**src/hw/rtl/lfuc_pkg.sv**
```systemverilog
package lfuc_pkg;

    localparam int ENTRIES_DEF   = 16;
    localparam int KEY_W         = 32;
    localparam int DATA_W        = 32;
    localparam int COUNT_W       = 31;
    localparam int CAP_W         = 5;
    localparam logic [CAP_W-1:0] CAP_RESET = CAP_W'(16);

    localparam logic OP_GET = 1'b0;
    localparam logic OP_PUT = 1'b1;

    // Register byte addresses.
    localparam logic [2:0] ADDR_CAPACITY = 3'd0;

    typedef enum logic [1:0] {
        CMD_NONE  = 2'd0,
        CMD_TOUCH = 2'd1,
        CMD_FILL  = 2'd2
    } cell_kind_t;

    // Command broadcast from the controller to every cell in the row.
    typedef struct packed {
        cell_kind_t         kind;
        logic               is_put;
        logic               evict;
        logic [KEY_W-1:0]   key;
        logic [DATA_W-1:0]  value;
    } cell_cmd_t;

    // Contents of one cell as seen by the controller.
    typedef struct packed {
        logic               valid;
        logic               hit;
        logic [DATA_W-1:0]  value;
        logic [COUNT_W-1:0] count;
    } cell_stat_t;

endpackage

```
**src/hw/rtl/lfuc_cell.sv**
```systemverilog
module lfuc_cell #(
    parameter int RANK_W = 4
) (
    input  logic                 clk,
    input  logic                 rst_n,
    input  lfuc_pkg::cell_cmd_t  cmd,
    input  logic                 sel,
    input  logic [RANK_W-1:0]    ref_rank,
    input  logic [31:0]          lookup_key,
    output lfuc_pkg::cell_stat_t stat,
    output logic [RANK_W-1:0]    rank
);
    import lfuc_pkg::*;

    logic               valid_reg, valid_next;
    logic [KEY_W-1:0]   key_reg, key_next;
    logic [DATA_W-1:0]  value_reg, value_next;
    logic [COUNT_W-1:0] count_reg, count_next;
    logic [RANK_W-1:0]  rank_reg, rank_next;

    always_comb
    begin
        valid_next = valid_reg;
        key_next   = key_reg;
        value_next = value_reg;
        count_next = count_reg;
        rank_next  = rank_reg;
        case (cmd.kind)
            CMD_TOUCH:
            begin
                if (sel)
                begin
                    if (count_reg != {COUNT_W{1'b1}})
                    begin
                        count_next = count_reg + COUNT_W'(1);
                    end
                    rank_next = '0;
                    if (cmd.is_put)
                    begin
                        value_next = cmd.value;
                    end
                end
                else if (valid_reg && (rank_reg < ref_rank))
                begin
                    rank_next = rank_reg + RANK_W'(1);
                end
            end
            CMD_FILL:
            begin
                if (sel)
                begin
                    valid_next = 1'b1;
                    key_next   = cmd.key;
                    value_next = cmd.value;
                    count_next = COUNT_W'(1);
                    rank_next  = '0;
                end
                else if (valid_reg)
                begin
                    // Close the gap left by the evicted entry, then age by one.
                    if (cmd.evict && (rank_reg > ref_rank))
                    begin
                        rank_next = rank_reg;
                    end
                    else
                    begin
                        rank_next = rank_reg + RANK_W'(1);
                    end
                end
            end
            default:
            begin
            end
        endcase
    end

    always_ff @(posedge clk or negedge rst_n)
    begin
        if (!rst_n)
        begin
            valid_reg <= 1'b0;
        end
        else
        begin
            valid_reg <= valid_next;
        end
    end

    always_ff @(posedge clk)
    begin
        key_reg   <= key_next;
        value_reg <= value_next;
        count_reg <= count_next;
        rank_reg  <= rank_next;
    end

    assign stat.valid = valid_reg;
    assign stat.hit   = valid_reg && (key_reg == lookup_key);
    assign stat.value = value_reg;
    assign stat.count = count_reg;
    assign rank       = rank_reg;

endmodule

```
**src/hw/rtl/lfu_cache_lru_tiebreak_core.sv**
```systemverilog
// Key-value store with least-frequently-used replacement and a least-recent
// tie-break, built as a row of ENTRIES cells that each hold one entry (key,
// value, saturating use count and recency rank) and update themselves from a
// command broadcast along the row. One beat is worked on at a time. A get, or
// a put whose key is already present, does the parallel key compare in every
// cell and the update in the look state and then moves its result into the
// output register in the response state. A put of a new key first walks the
// row one cell per cycle to find the victim (lowest count, oldest on ties) or
// the first free cell and then writes it in the fill state before its result
// is loaded. The next request beat is taken only after the result is loaded,
// so no new request is accepted while one is in progress; a result beat that
// the receiver does not take stalls the input. The capacity register (byte
// address 0) may only be written while the block is idle; 0 behaves as 1 and
// values above ENTRIES behave as ENTRIES. A put miss with occupancy at or
// above the capacity evicts exactly one entry first.
module lfu_cache_lru_tiebreak_core #(
    parameter int ENTRIES = lfuc_pkg::ENTRIES_DEF
) (
    input  logic        clk,
    input  logic        rst_n,
    input  logic        psel,
    input  logic        penable,
    input  logic        pwrite,
    input  logic [2:0]  paddr,
    input  logic [31:0] pwdata,
    output logic [31:0] prdata,
    output logic        pready,
    input  logic        in_valid,
    output logic        in_ready,
    input  logic        operation,
    input  logic [31:0] key,
    input  logic [31:0] value,
    output logic        out_valid,
    input  logic        out_ready,
    output logic        found,
    output logic [31:0] read_value
);
    import lfuc_pkg::*;

    localparam int RANK_W = (ENTRIES > 1) ? $clog2(ENTRIES) : 1;
    localparam int OCC_W  = $clog2(ENTRIES + 1);
    localparam logic [RANK_W-1:0] LAST_IDX = RANK_W'(ENTRIES - 1);

    typedef enum logic [4:0] {
        ST_IDLE = 5'b00001,
        ST_LOOK = 5'b00010,
        ST_SCAN = 5'b00100,
        ST_FILL = 5'b01000,
        ST_RESP = 5'b10000
    } state_t;

    state_t state_reg, state_next;

    // Configuration.
    logic [CAP_W-1:0] cap_reg;
    logic             cfg_write;
    assign pready    = 1'b1;
    assign cfg_write = psel && penable && pwrite && (paddr == ADDR_CAPACITY);
    assign prdata    = (paddr == ADDR_CAPACITY) ? {{(32-CAP_W){1'b0}}, cap_reg} : '0;

    always_ff @(posedge clk or negedge rst_n)
    begin
        if (!rst_n)
        begin
            cap_reg <= CAP_RESET;
        end
        else if (cfg_write)
        begin
            cap_reg <= pwdata[CAP_W-1:0];
        end
    end

    // Captured request.
    logic              op_reg;
    logic [KEY_W-1:0]  key_reg;
    logic [DATA_W-1:0] value_reg;

    assign in_ready = (state_reg == ST_IDLE);

    always_ff @(posedge clk)
    begin
        if (in_valid && in_ready)
        begin
            op_reg    <= operation;
            key_reg   <= key;
            value_reg <= value;
        end
    end

    // Cell row.
    cell_cmd_t         cmd;
    logic [ENTRIES-1:0] sel;
    logic [RANK_W-1:0] ref_rank;
    cell_stat_t        stat [ENTRIES];
    logic [RANK_W-1:0] rank [ENTRIES];

    for (genvar i = 0; i < ENTRIES; i++)
    begin : g_cell
        lfuc_cell #(
            .RANK_W(RANK_W)
        ) u_cell (
            .clk        (clk),
            .rst_n      (rst_n),
            .cmd        (cmd),
            .sel        (sel[i]),
            .ref_rank   (ref_rank),
            .lookup_key (key_reg),
            .stat       (stat[i]),
            .rank       (rank[i])
        );
    end

    // Keys are unique among valid cells, so at most one cell hits and the
    // hit cell's fields can be gathered with a plain OR.
    logic [ENTRIES-1:0] hit_vec;
    logic [DATA_W-1:0]  hit_value;
    logic [RANK_W-1:0]  hit_rank;
    logic               any_hit;

    always_comb
    begin
        hit_value = '0;
        hit_rank  = '0;
        for (int i = 0; i < ENTRIES; i++)
        begin
            hit_vec[i] = stat[i].hit;
            if (stat[i].hit)
            begin
                hit_value = hit_value | stat[i].value;
                hit_rank  = hit_rank | rank[i];
            end
        end
        any_hit = |hit_vec;
    end

    // Occupancy and the capacity in force.
    logic [OCC_W-1:0] occ_reg;
    logic [31:0]      eff_cap;
    logic             full;

    always_comb
    begin
        if (cap_reg == '0)
        begin
            eff_cap = 32'd1;
        end
        else if (32'(cap_reg) > 32'(ENTRIES))
        begin
            eff_cap = 32'(ENTRIES);
        end
        else
        begin
            eff_cap = 32'(cap_reg);
        end
    end
    assign full = (32'(occ_reg) >= eff_cap);

    // Walk along the row: best victim and first free cell so far.
    logic [RANK_W-1:0]  scan_idx_reg;
    logic               vic_have_reg;
    logic [RANK_W-1:0]  vic_idx_reg;
    logic [COUNT_W-1:0] vic_count_reg;
    logic [RANK_W-1:0]  vic_rank_reg;
    logic               free_have_reg;
    logic [RANK_W-1:0]  free_idx_reg;
    logic               evict_reg;
    cell_stat_t         cur;
    logic [RANK_W-1:0]  cur_rank;
    logic               better;

    assign cur      = stat[scan_idx_reg];
    assign cur_rank = rank[scan_idx_reg];
    assign better   = cur.valid && (!vic_have_reg || (cur.count < vic_count_reg) ||
                      ((cur.count == vic_count_reg) && (cur_rank > vic_rank_reg)));

    always_ff @(posedge clk)
    begin
        if (state_reg == ST_LOOK)
        begin
            scan_idx_reg  <= '0;
            vic_have_reg  <= 1'b0;
            free_have_reg <= 1'b0;
            evict_reg     <= full;
        end
        else if (state_reg == ST_SCAN)
        begin
            scan_idx_reg <= scan_idx_reg + RANK_W'(1);
            if (better)
            begin
                vic_have_reg  <= 1'b1;
                vic_idx_reg   <= scan_idx_reg;
                vic_count_reg <= cur.count;
                vic_rank_reg  <= cur_rank;
            end
            if (!cur.valid && !free_have_reg)
            begin
                free_have_reg <= 1'b1;
                free_idx_reg  <= scan_idx_reg;
            end
        end
    end

    // Command to the row.
    logic [RANK_W-1:0] fill_idx;
    assign fill_idx = evict_reg ? vic_idx_reg : free_idx_reg;

    always_comb
    begin
        cmd.kind   = CMD_NONE;
        cmd.is_put = op_reg;
        cmd.evict  = evict_reg;
        cmd.key    = key_reg;
        cmd.value  = value_reg;
        sel        = '0;
        ref_rank   = '0;
        if ((state_reg == ST_LOOK) && any_hit)
        begin
            cmd.kind = CMD_TOUCH;
            sel      = hit_vec;
            ref_rank = hit_rank;
        end
        else if (state_reg == ST_FILL)
        begin
            cmd.kind = CMD_FILL;
            ref_rank = vic_rank_reg;
            for (int i = 0; i < ENTRIES; i++)
            begin
                sel[i] = (fill_idx == RANK_W'(i));
            end
        end
    end

    // Occupancy: an eviction and an insertion cancel out.
    always_ff @(posedge clk or negedge rst_n)
    begin
        if (!rst_n)
        begin
            occ_reg <= '0;
        end
        else if ((state_reg == ST_FILL) && !evict_reg)
        begin
            occ_reg <= occ_reg + OCC_W'(1);
        end
    end

    // Result held until the output register is free.
    logic              res_found_reg;
    logic [DATA_W-1:0] res_value_reg;

    always_ff @(posedge clk)
    begin
        if (state_reg == ST_LOOK)
        begin
            res_found_reg <= any_hit;
            if (op_reg == OP_PUT)
            begin
                res_value_reg <= '0;
            end
            else if (any_hit)
            begin
                res_value_reg <= hit_value;
            end
            else
            begin
                res_value_reg <= '1;
            end
        end
    end

    logic out_load;
    assign out_load = (state_reg == ST_RESP) && (!out_valid || out_ready);

    always_comb
    begin
        state_next = state_reg;
        case (state_reg)
            ST_IDLE:
            begin
                if (in_valid)
                begin
                    state_next = ST_LOOK;
                end
            end
            ST_LOOK:
            begin
                if ((op_reg == OP_PUT) && !any_hit)
                begin
                    state_next = ST_SCAN;
                end
                else
                begin
                    state_next = ST_RESP;
                end
            end
            ST_SCAN:
            begin
                if (scan_idx_reg == LAST_IDX)
                begin
                    state_next = ST_FILL;
                end
            end
            ST_FILL:
            begin
                state_next = ST_RESP;
            end
            ST_RESP:
            begin
                if (out_load)
                begin
                    state_next = ST_IDLE;
                end
            end
            default:
            begin
                state_next = ST_IDLE;
            end
        endcase
    end

    always_ff @(posedge clk or negedge rst_n)
    begin
        if (!rst_n)
        begin
            state_reg <= ST_IDLE;
            out_valid <= 1'b0;
        end
        else
        begin
            state_reg <= state_next;
            if (out_load)
            begin
                out_valid <= 1'b1;
            end
            else if (out_ready)
            begin
                out_valid <= 1'b0;
            end
        end
    end

    always_ff @(posedge clk)
    begin
        if (out_load)
        begin
            found      <= res_found_reg;
            read_value <= res_value_reg;
        end
    end

endmodule

```
**config.mk**
```make
export PLATFORM = sky130hd
export DESIGN_NAME = lfu_cache_lru_tiebreak_core
export DESIGN_NICKNAME = d
export VERILOG_FILES = /design/src/hw/rtl/lfuc_pkg.sv /design/src/hw/rtl/lfuc_cell.sv /design/src/hw/rtl/lfu_cache_lru_tiebreak_core.sv
export SDC_FILE = /design/constraint.sdc
export NUM_CORES = 2
export LEC_CHECK = 0
export ABC_AREA = 1
export BUFFER_PORTS_ARGS = -buffer_cell sky130_fd_sc_hd__clkbuf_2
export CAP_MARGIN = 10
export CORE_MARGIN = 1.5
export CORE_UTILIZATION = 50
export CTS_BUF_LIST = sky130_fd_sc_hd__clkbuf_16
export CTS_CLUSTER_DIAMETER = 120
export DETAILED_ROUTE_END_ITERATION = 10
export PLACE_DENSITY = 0.73
export SYNTH_ARGS = -nofsm -noshare
export SYNTH_HDL_FRONTEND = slang
export SYNTH_SLANG_ARGS = --single-unit
```
**constraint.sdc**
```tcl
create_clock -name clk -period 8.1 [get_ports clk]
set_input_delay 0.405 -clock clk [delete_from_list [all_inputs] [get_ports clk]]
set_output_delay 0.405 -clock clk [all_outputs]
set_load 0.02 [all_outputs]
```
# ---- Word level (Yosys, flattened, before mapping)
# Cells that the tools add are included.
dict set report op_classes {
  reduce_logical 143
  n_mux 265
  order_cmp 37
  n_bitwise 32
  addsub 34
  eq_ne 156
}
# cell count
set op_table {}
lappend op_table {{32-bit 2-to-1 mux} 50}
lappend op_table {{31-bit 2-to-1 mux} 48}
lappend op_table {{32-bit case mux with 2 select lines} 16}
lappend op_table {{31-bit case mux with 2 select lines} 16}
lappend op_table {{32-bit == test} 16}
lappend op_table {{31-bit by 1-bit adder with 31-bit output (second input constant)} 16}
lappend op_table {{31-bit inequality test (second input constant)} 16}
lappend op_table {{32-bit bitwise OR} 15}
lappend op_table {{4-bit 2-to-1 mux} 101}
lappend op_table {{65-bit binary-select mux with 4-bit select} 1}
lappend op_table {{4-bit AND reduction} 48}
lappend op_table {{65-bit 2-to-1 mux} 2}
lappend op_table {{4-bit case mux with 2 select lines} 16}
lappend op_table {{3-bit by 2-bit inequality test with 1-bit output (second input constant)} 32}
lappend op_table {{2-bit inequality test (second input constant)} 35}
lappend op_table {{4-bit by 1-bit adder with 4-bit output (second input constant)} 17}
lappend op_table {{4-bit greater-than comparator} 17}
lappend op_table {{4-bit less-than comparator} 16}
lappend op_table {{4-bit bitwise OR} 15}
lappend op_table {{1-bit logical AND} 59}
lappend op_table {{3-bit inequality test (second input constant)} 16}
lappend op_table {{4-bit == test (second input constant)} 9}
lappend op_table {{2-bit AND reduction} 18}
lappend op_table {{5-bit 2-to-1 mux} 7}
lappend op_table {{other kinds (32)} 65}
dict set report word_totals {
  elab_cells 766
  out_inout_bits 68
  ff_bits 1797
}

# ---- Logic depth before layout (Yosys ltp)
dict set report logic_depth {
  depth_word 40
  mapped_depth 28
  ltp_nobuf 26
}

# ---- By module
# From an unflattened synthesis, not the netlist that was laid out.
dict set report unflattened {
  hier_cells 10538
  area_unflattened_um2 95402.7
}
# mod cells_each area_per_inst_um2 instances seq_area_each_um2
set modules_own_cells {}
lappend modules_own_cells {{lfuc_cell at g_cell[0].u_cell ...} 516 4908.5 15 2997.9}
lappend modules_own_cells {lfu_cache_lru_tiebreak_core 2279 16905.0 1 5778.0}
lappend modules_own_cells {{lfuc_cell at g_cell[9].u_cell} 519 4870.9 1 2997.9}

# ---- Worst setup path before layout
# No wires, ideal clock.
dict set report synth_timing {
  path_kind {register to register}
  startpoint {register state_reg[0]}
  endpoint {register g_cell[13].u_cell.count_reg[0] (enable)}
  t_arrival_ns 5.521
  synth_period_minus_slack_ns 5.954
  path_stages_with_launch 9
  slack_ns 2.146
  path_buffers 1
  cell_sequence {dfstp_2 nor2_1 inv_2 nor4_4 inv_2 buf_2 nor3_1 inv_1 a22oi_1}
}
dict set report synth_between {
  elab_chain_cells 6
  word_cells_on_any_way 14
  classes_between {7 x eq/ne; 4 x mux; 3 x reduce/logical}
}
# item line
set synth_rtl {}
lappend synth_rtl {{start, declared} lfu_cache_lru_tiebreak_core.sv:52} ;# state_t state_reg, state_next;
lappend synth_rtl {{start signal, assigned} lfu_cache_lru_tiebreak_core.sv:329} ;# state_reg <= state_next;
lappend synth_rtl {{5-bit by 4-bit == test with 1-bit output / 5-bit by 2-bit == test with 1-bit output (equally long branches)} {lfu_cache_lru_tiebreak_core.sv:222, lfu_cache_lru_tiebreak_core.sv:216}}
lappend synth_rtl {{2-bit 2-to-1 mux / 1-bit logical AND (equally long branches)} {lfu_cache_lru_tiebreak_core.sv:222, lfu_cache_lru_tiebreak_core.sv:216}}
lappend synth_rtl {{2-bit 2-to-1 mux} lfu_cache_lru_tiebreak_core.sv:216} ;# if ((state_reg == ST_LOOK) && any_hit)
lappend synth_rtl {{2-bit by 1-bit == test with 1-bit output / 2-bit == test (equally long branches)} lfuc_cell.sv:28} ;# case (cmd.kind)
lappend synth_rtl {{2-bit by 1-bit inequality test with 1-bit output (no source line), or another cell as far along} --}
lappend synth_rtl {{4-bit AND reduction (no source line) *} --}
lappend synth_rtl {{end signal, assigned} lfuc_cell.sv:93} ;# count_reg <= count_next;
lappend synth_rtl {{end, declared} lfuc_cell.sv:18} ;# logic [COUNT_W-1:0] count_reg, count_next;
# Mark *: on every way between the ends. The rest lies on a longest branch, timed or not.
# A chain may end at the register's enable or synchronous reset.

# ---- Worst setup path after layout
dict set report layout_timing {
  startpoint {register key_reg[4]}
  endpoint {register g_cell[3].u_cell.rank_reg[1] (enable)}
}
dict set report layout_between {
  elab_chain_cells 38
  word_cells_on_any_way 79
  classes_between {2 x order compare; 21 x eq/ne; 19 x mux; 15 x bitwise; 22 x reduce/logical}
}
# item line
set layout_rtl {}
lappend layout_rtl {{start, declared} lfu_cache_lru_tiebreak_core.sv:75} ;# logic [KEY_W-1:0] key_reg;
lappend layout_rtl {{start signal, assigned} lfu_cache_lru_tiebreak_core.sv:85} ;# key_reg <= key;
lappend layout_rtl {{32-bit == test} lfuc_cell.sv:98} ;# assign stat.hit = valid_reg && (key_reg == lookup_key);
lappend layout_rtl {{1-bit logical AND} lfuc_cell.sv:98}
lappend layout_rtl {{4-bit 2-to-1 mux} lfu_cache_lru_tiebreak_core.sv:127} ;# if (stat[i].hit)
lappend layout_rtl {{4-bit bitwise OR} lfu_cache_lru_tiebreak_core.sv:130} ;# hit_rank = hit_rank | rank[i];
lappend layout_rtl {{4-bit 2-to-1 mux} lfu_cache_lru_tiebreak_core.sv:127}
lappend layout_rtl {{4-bit bitwise OR} lfu_cache_lru_tiebreak_core.sv:130}
lappend layout_rtl {{4-bit 2-to-1 mux} lfu_cache_lru_tiebreak_core.sv:127}
lappend layout_rtl {{4-bit bitwise OR} lfu_cache_lru_tiebreak_core.sv:130}
lappend layout_rtl {{[... 22 more ...]} --}
lappend layout_rtl {{4-bit 2-to-1 mux} lfu_cache_lru_tiebreak_core.sv:127}
lappend layout_rtl {{4-bit bitwise OR} lfu_cache_lru_tiebreak_core.sv:130}
lappend layout_rtl {{4-bit 2-to-1 mux} lfu_cache_lru_tiebreak_core.sv:127}
lappend layout_rtl {{4-bit 2-to-1 mux} lfu_cache_lru_tiebreak_core.sv:216}
lappend layout_rtl {{4-bit greater-than comparator / 4-bit less-than comparator (equally long branches)} {lfuc_cell.sv:61, lfuc_cell.sv:43}}
lappend layout_rtl {{1-bit logical AND, on equally long branches} {lfuc_cell.sv:61, lfuc_cell.sv:43}}
lappend layout_rtl {{3-bit inequality test (no source line) / 3-bit by 2-bit inequality test with 1-bit output (equally long branches)} --}
lappend layout_rtl {{4-bit AND reduction (no source line) *} --}
lappend layout_rtl {{end signal, assigned} lfuc_cell.sv:94} ;# rank_reg <= rank_next;
lappend layout_rtl {{end, declared} lfuc_cell.sv:19} ;# logic [RANK_W-1:0] rank_reg, rank_next;
# Marks and branches as above.

==> metrics list <==
* Outcome: complete, but fails checks
- The final reports fail on antenna violations.
* Cell variety after synth: 67
* Cell type with the highest aggregate area in the netlist: edfxtp_1
- Crit path required time: 8.63 ns
- Final instance area: 107000 um2
- After detailed placement, the design holds a cell count of 12956.
- At the later pin of the worst-skew pair, clock insertion delay measures 0.89 ns.
- Total placed instance area: 99600 um2
- Detailed placement ended at an HPWL of 208000 um.
- Top-level I/O count: 175
* Final hold viol count: 0
- After detailed routing, the number of remaining DRC violations is 0.
- At the pin with the least slew margin, the transition time is 1.21 ns.
* Root buffer selected by CTS: clkbuf_16
- The routed design has 319000 um of wire.
* Fraction of final layout cells with drive strength greater than 1: 6.90%
- CORE AREA: 191000 um2
- Post-synthesis sequential area ratio: 55.9%
- Layout-stage area growth over the synthesis result: 11.2%
- Reg-to-reg critical path startpoint: key_reg[4]
- Number of clock sinks: 1797
- Wirelength per Cell: 23.8 um
- For this run the aggregate overflow at the end of global routing stands at 0.
- Share of flip-flops with an asynchronous set or reset: 1.78%
- Antenna violation net count after detailed routing: 1
- The critical path ends at g_cell[3].u_cell.rank[1].
- Number of buffers inserted to repair setup after CTS: 0
- STA puts the critical path data arrival time at 6.73 ns.
* Startpoint class of the critical path: register
- Number of violations of the max-capacitance limit: 0
- Num CTS Buffers: 189
* Average cell area after synthesis: 9.12 um2
- Flops & latches, synth: 1797
- Yosys attributes the largest share of cell area to edfxtp_1 55%, nand2_1 8.9%, nor2_1 5.4%, inv_1 4.7%, a21oi_1 3.0%.
- Subtracting the final worst setup slack from the clock period gives 6.20 ns.
* Die outline width: 441 um
- The critical path starts at key_reg[4].
- Entering global routing, the biggest net connects 198 pins.
- The first TritonRoute pass finished after 6 iterations.
* First-pass GRT wire length: 466000 um
- Summing every instance area after synthesis gives 96100 um2.
- Timing would allow up to 161 MHz.
- Initial antenna violation count: 28
- Total number of placement rows: 160
- For this design the static power due to leakage is 42.1 nW.
- Last weighted congestion value of the routability-driven placer: 0.976
- IR drop worst, VDD: 269 uV
- Total number of nets in the final design: 10964
- Areal power density over the cells: 263 nW/um2
- Across all setup checks in the final design, the least slack found is 1.90 ns.
- Cell seen most often among critical-path stages: nand2_1
- Across all register-to-register paths, the minimum setup slack is 1.90 ns.
- Overall die height: 441 um
* Hold WC Path Type: input port to register
* Slowest cell on the critical path: edfxtp_1
* TritonCTS clock tree: yes
* Final worst path period share: 76.5%
- Total count of max-transition violations in the final report: 0
* Syn Inst Count: 10538
* Die area: 195000 um2
- Warning count from the yosys run: 0
- Number of buffers on the longest clock path: 3
* Setup crit end kind: register
* Top-area cell type share of the netlist area: 55.0%
- Most used DFF post-synth: edfxtp_1
- Share of the core filled with cells in the final layout: 56.1%
- The initial utilization of the core area, before any placement, comes to 50.4%.
- After clock tree synthesis, the clock-pin slew on the worst setup and hold paths is 0.06 ns.
- In the final timing run, aggregate negative setup slack is 0 ns.
- On the worst path, the slowest cell contributes a delay of 0.99 ns.
- Of all nets on the critical path, the largest fanout is 35.
- The clock tree synthesis step divided the H-tree into 4 levels.
* Hold slack final: 0.0638 ns
- Chain of cells forming the critical path: inv_2 > nand2_1 > nand2_1 > nor2_1 > nand2_1 > nor2_1 > nand3_1 > nor2_4 > buf_4 > inv_1 > o22ai_1 > nor3_1 > nand2_1 > nand2_1 > nand2_1 > buf_4 > ha_1 > inv_1 > nand2_1 > a21oi_1 > a2111oi_0 > o21ai_1 > nor2_1
- The number of global-route vias before repair is 73984.
- Worst flop-to-flop path endpoint: g_cell[3].u_cell.rank[1]
- Counting cells, the worst reg-to-reg path comes to 23.
- Counting flops with a built-in enable in the synthesized netlist gives 1759.
- Vias per cell: 5.88
* Setup repair after global routing missed its margin: no
- Number of failing setup endpoints in the final timing report: 0
* Total vias in the final route: 78858
* GRT Util Overall: 32.2%
* Starting DRC count in detailed routing: 10233
- Worst Setup Slack post-DPL: 1.90 ns
* Worst clock skew on the final layout: 0.0561 ns
- Leaving out filler cells and counting taps, the final layout contains 13405.
- Port buffering added 119 buffers.
* PnR Total Power: 28.1 mW
- Crit Path Category: register to register
* Slew HR: 19.4%
-- critical path: cells and delay by family (launching register included) --
kind	cells	cell delay, ns
DFF	1	0.99
buffers and inverters	5	1.88
adders and majority gates	1	0.19
AOI/OAI and AO/OA	4	0.89
and+or+nand+nor	13	1.90
-- logic make-up (layout without fill, tap and decap cells) --
group | count (synthesis) | count (layout) | share of synthesized area [%]
buffers and inverters | 1620 | 1937 | 6.83
and+or+nand+nor | 5130 | 5130 | 23.2
other | 2 | 41 | 0.00781
adders and majority gates | 138 | 138 | 1.80
AOI/OAI and AO/OA | 1474 | 1474 | 8.84
muxes | 1 | 1 | 0.0117
DFF | 1797 | 1797 | 55.9
xor gates and xnor gates | 376 | 376 | 3.44
-- power breakdown --
| part | internal [mW] | switching (mW) |
|---|---|---|
| combinational | 1.83 | 5.50 |
| clock | 5.22 | 3.90 |
| sequential | 11.2 | 0.510 |
-- cells in the mapped netlist (23+ instances only) --
library cell / number
nor3_1: 284
xor2_1: 117
clkbuf_1: 176
a21oi_1: 571
nor4_1: 83
nor2_1: 1392
o21ai_0: 547
nor3b_1: 84
nand3b_1: 28
nand2_1: 2270
a31oi_1: 32
edfxtp_1: 1759
a22o_1: 190
dfrtp_1: 30
xnor2_1: 257
buf_1: 23
nand4_1: 295
or2_2: 50
o211ai_1: 23
nand3_1: 496
and3_1: 39
buf_2: 108
ha_1: 138
buf_4: 80
and2_1: 51
inv_1: 1196
inv_2: 30
-- final cells by class --
type / instances / area (um2)
multi-input combinational: 7147 / 36200
fill: 16418 / 83700
clock inverter: 163 / 1710
clock buffer: 190 / 4750
tap: 2511 / 3140
antenna: 13 / 32.5
sequential: 1797 / 53800
inverter: 1227 / 4620
timing repair buffer: 357 / 2670
-- per-layer routing --
metal / up-vias / routed length [um] / global-route usage (%)
met4: 20 / 17700 / 16.0
met3: 802 / 32500 / 5.58
li1: 36254 / - / -
met2: 4282 / 141000 / 49.6
met1: 37500 / 128000 / 44.1
met5: - / 134 / 0
-- cell usage in the layout (no fill, tap or decap), types with 117 or more instances in the layout --
cell type,netlist,layout
nand3_1,496,496
a22o_1,190,190
xor2_1,117,117
o21ai_0,547,547
nand4_1,295,295
nor3_1,284,273
xnor2_1,257,257
edfxtp_1,1759,1759
buf_4,80,151
clkbuf_16,0,190
nand2_1,2270,2269
inv_1,1196,1218
nor2_1,1392,1361
ha_1,138,138
clkbuf_2,0,119
a21oi_1,571,567
-- worst min-delay path by stage --
stage,from,end,slack [ns],cells past startpoint
global route,penable,cap_reg[0],0.09,5
CTS,penable,cap_reg[0],0.001,5
global placement,res_value_reg[9],read_value[9],0.40,0
detailed placement,res_found_reg,found,0.41,0
finish,penable,cap_reg[0],0.06,5
floorplan,rst_n,cap_reg[0],0.11,0
-- timing repair --
action,4_1_cts,5_1_grt
endpoints found under the hold margin,102,0
resized for setup,0,0
hold buffers,81,0
endpoints found under the setup margin,0,0
No activity file was read; power rests on OpenSTA's default activity.
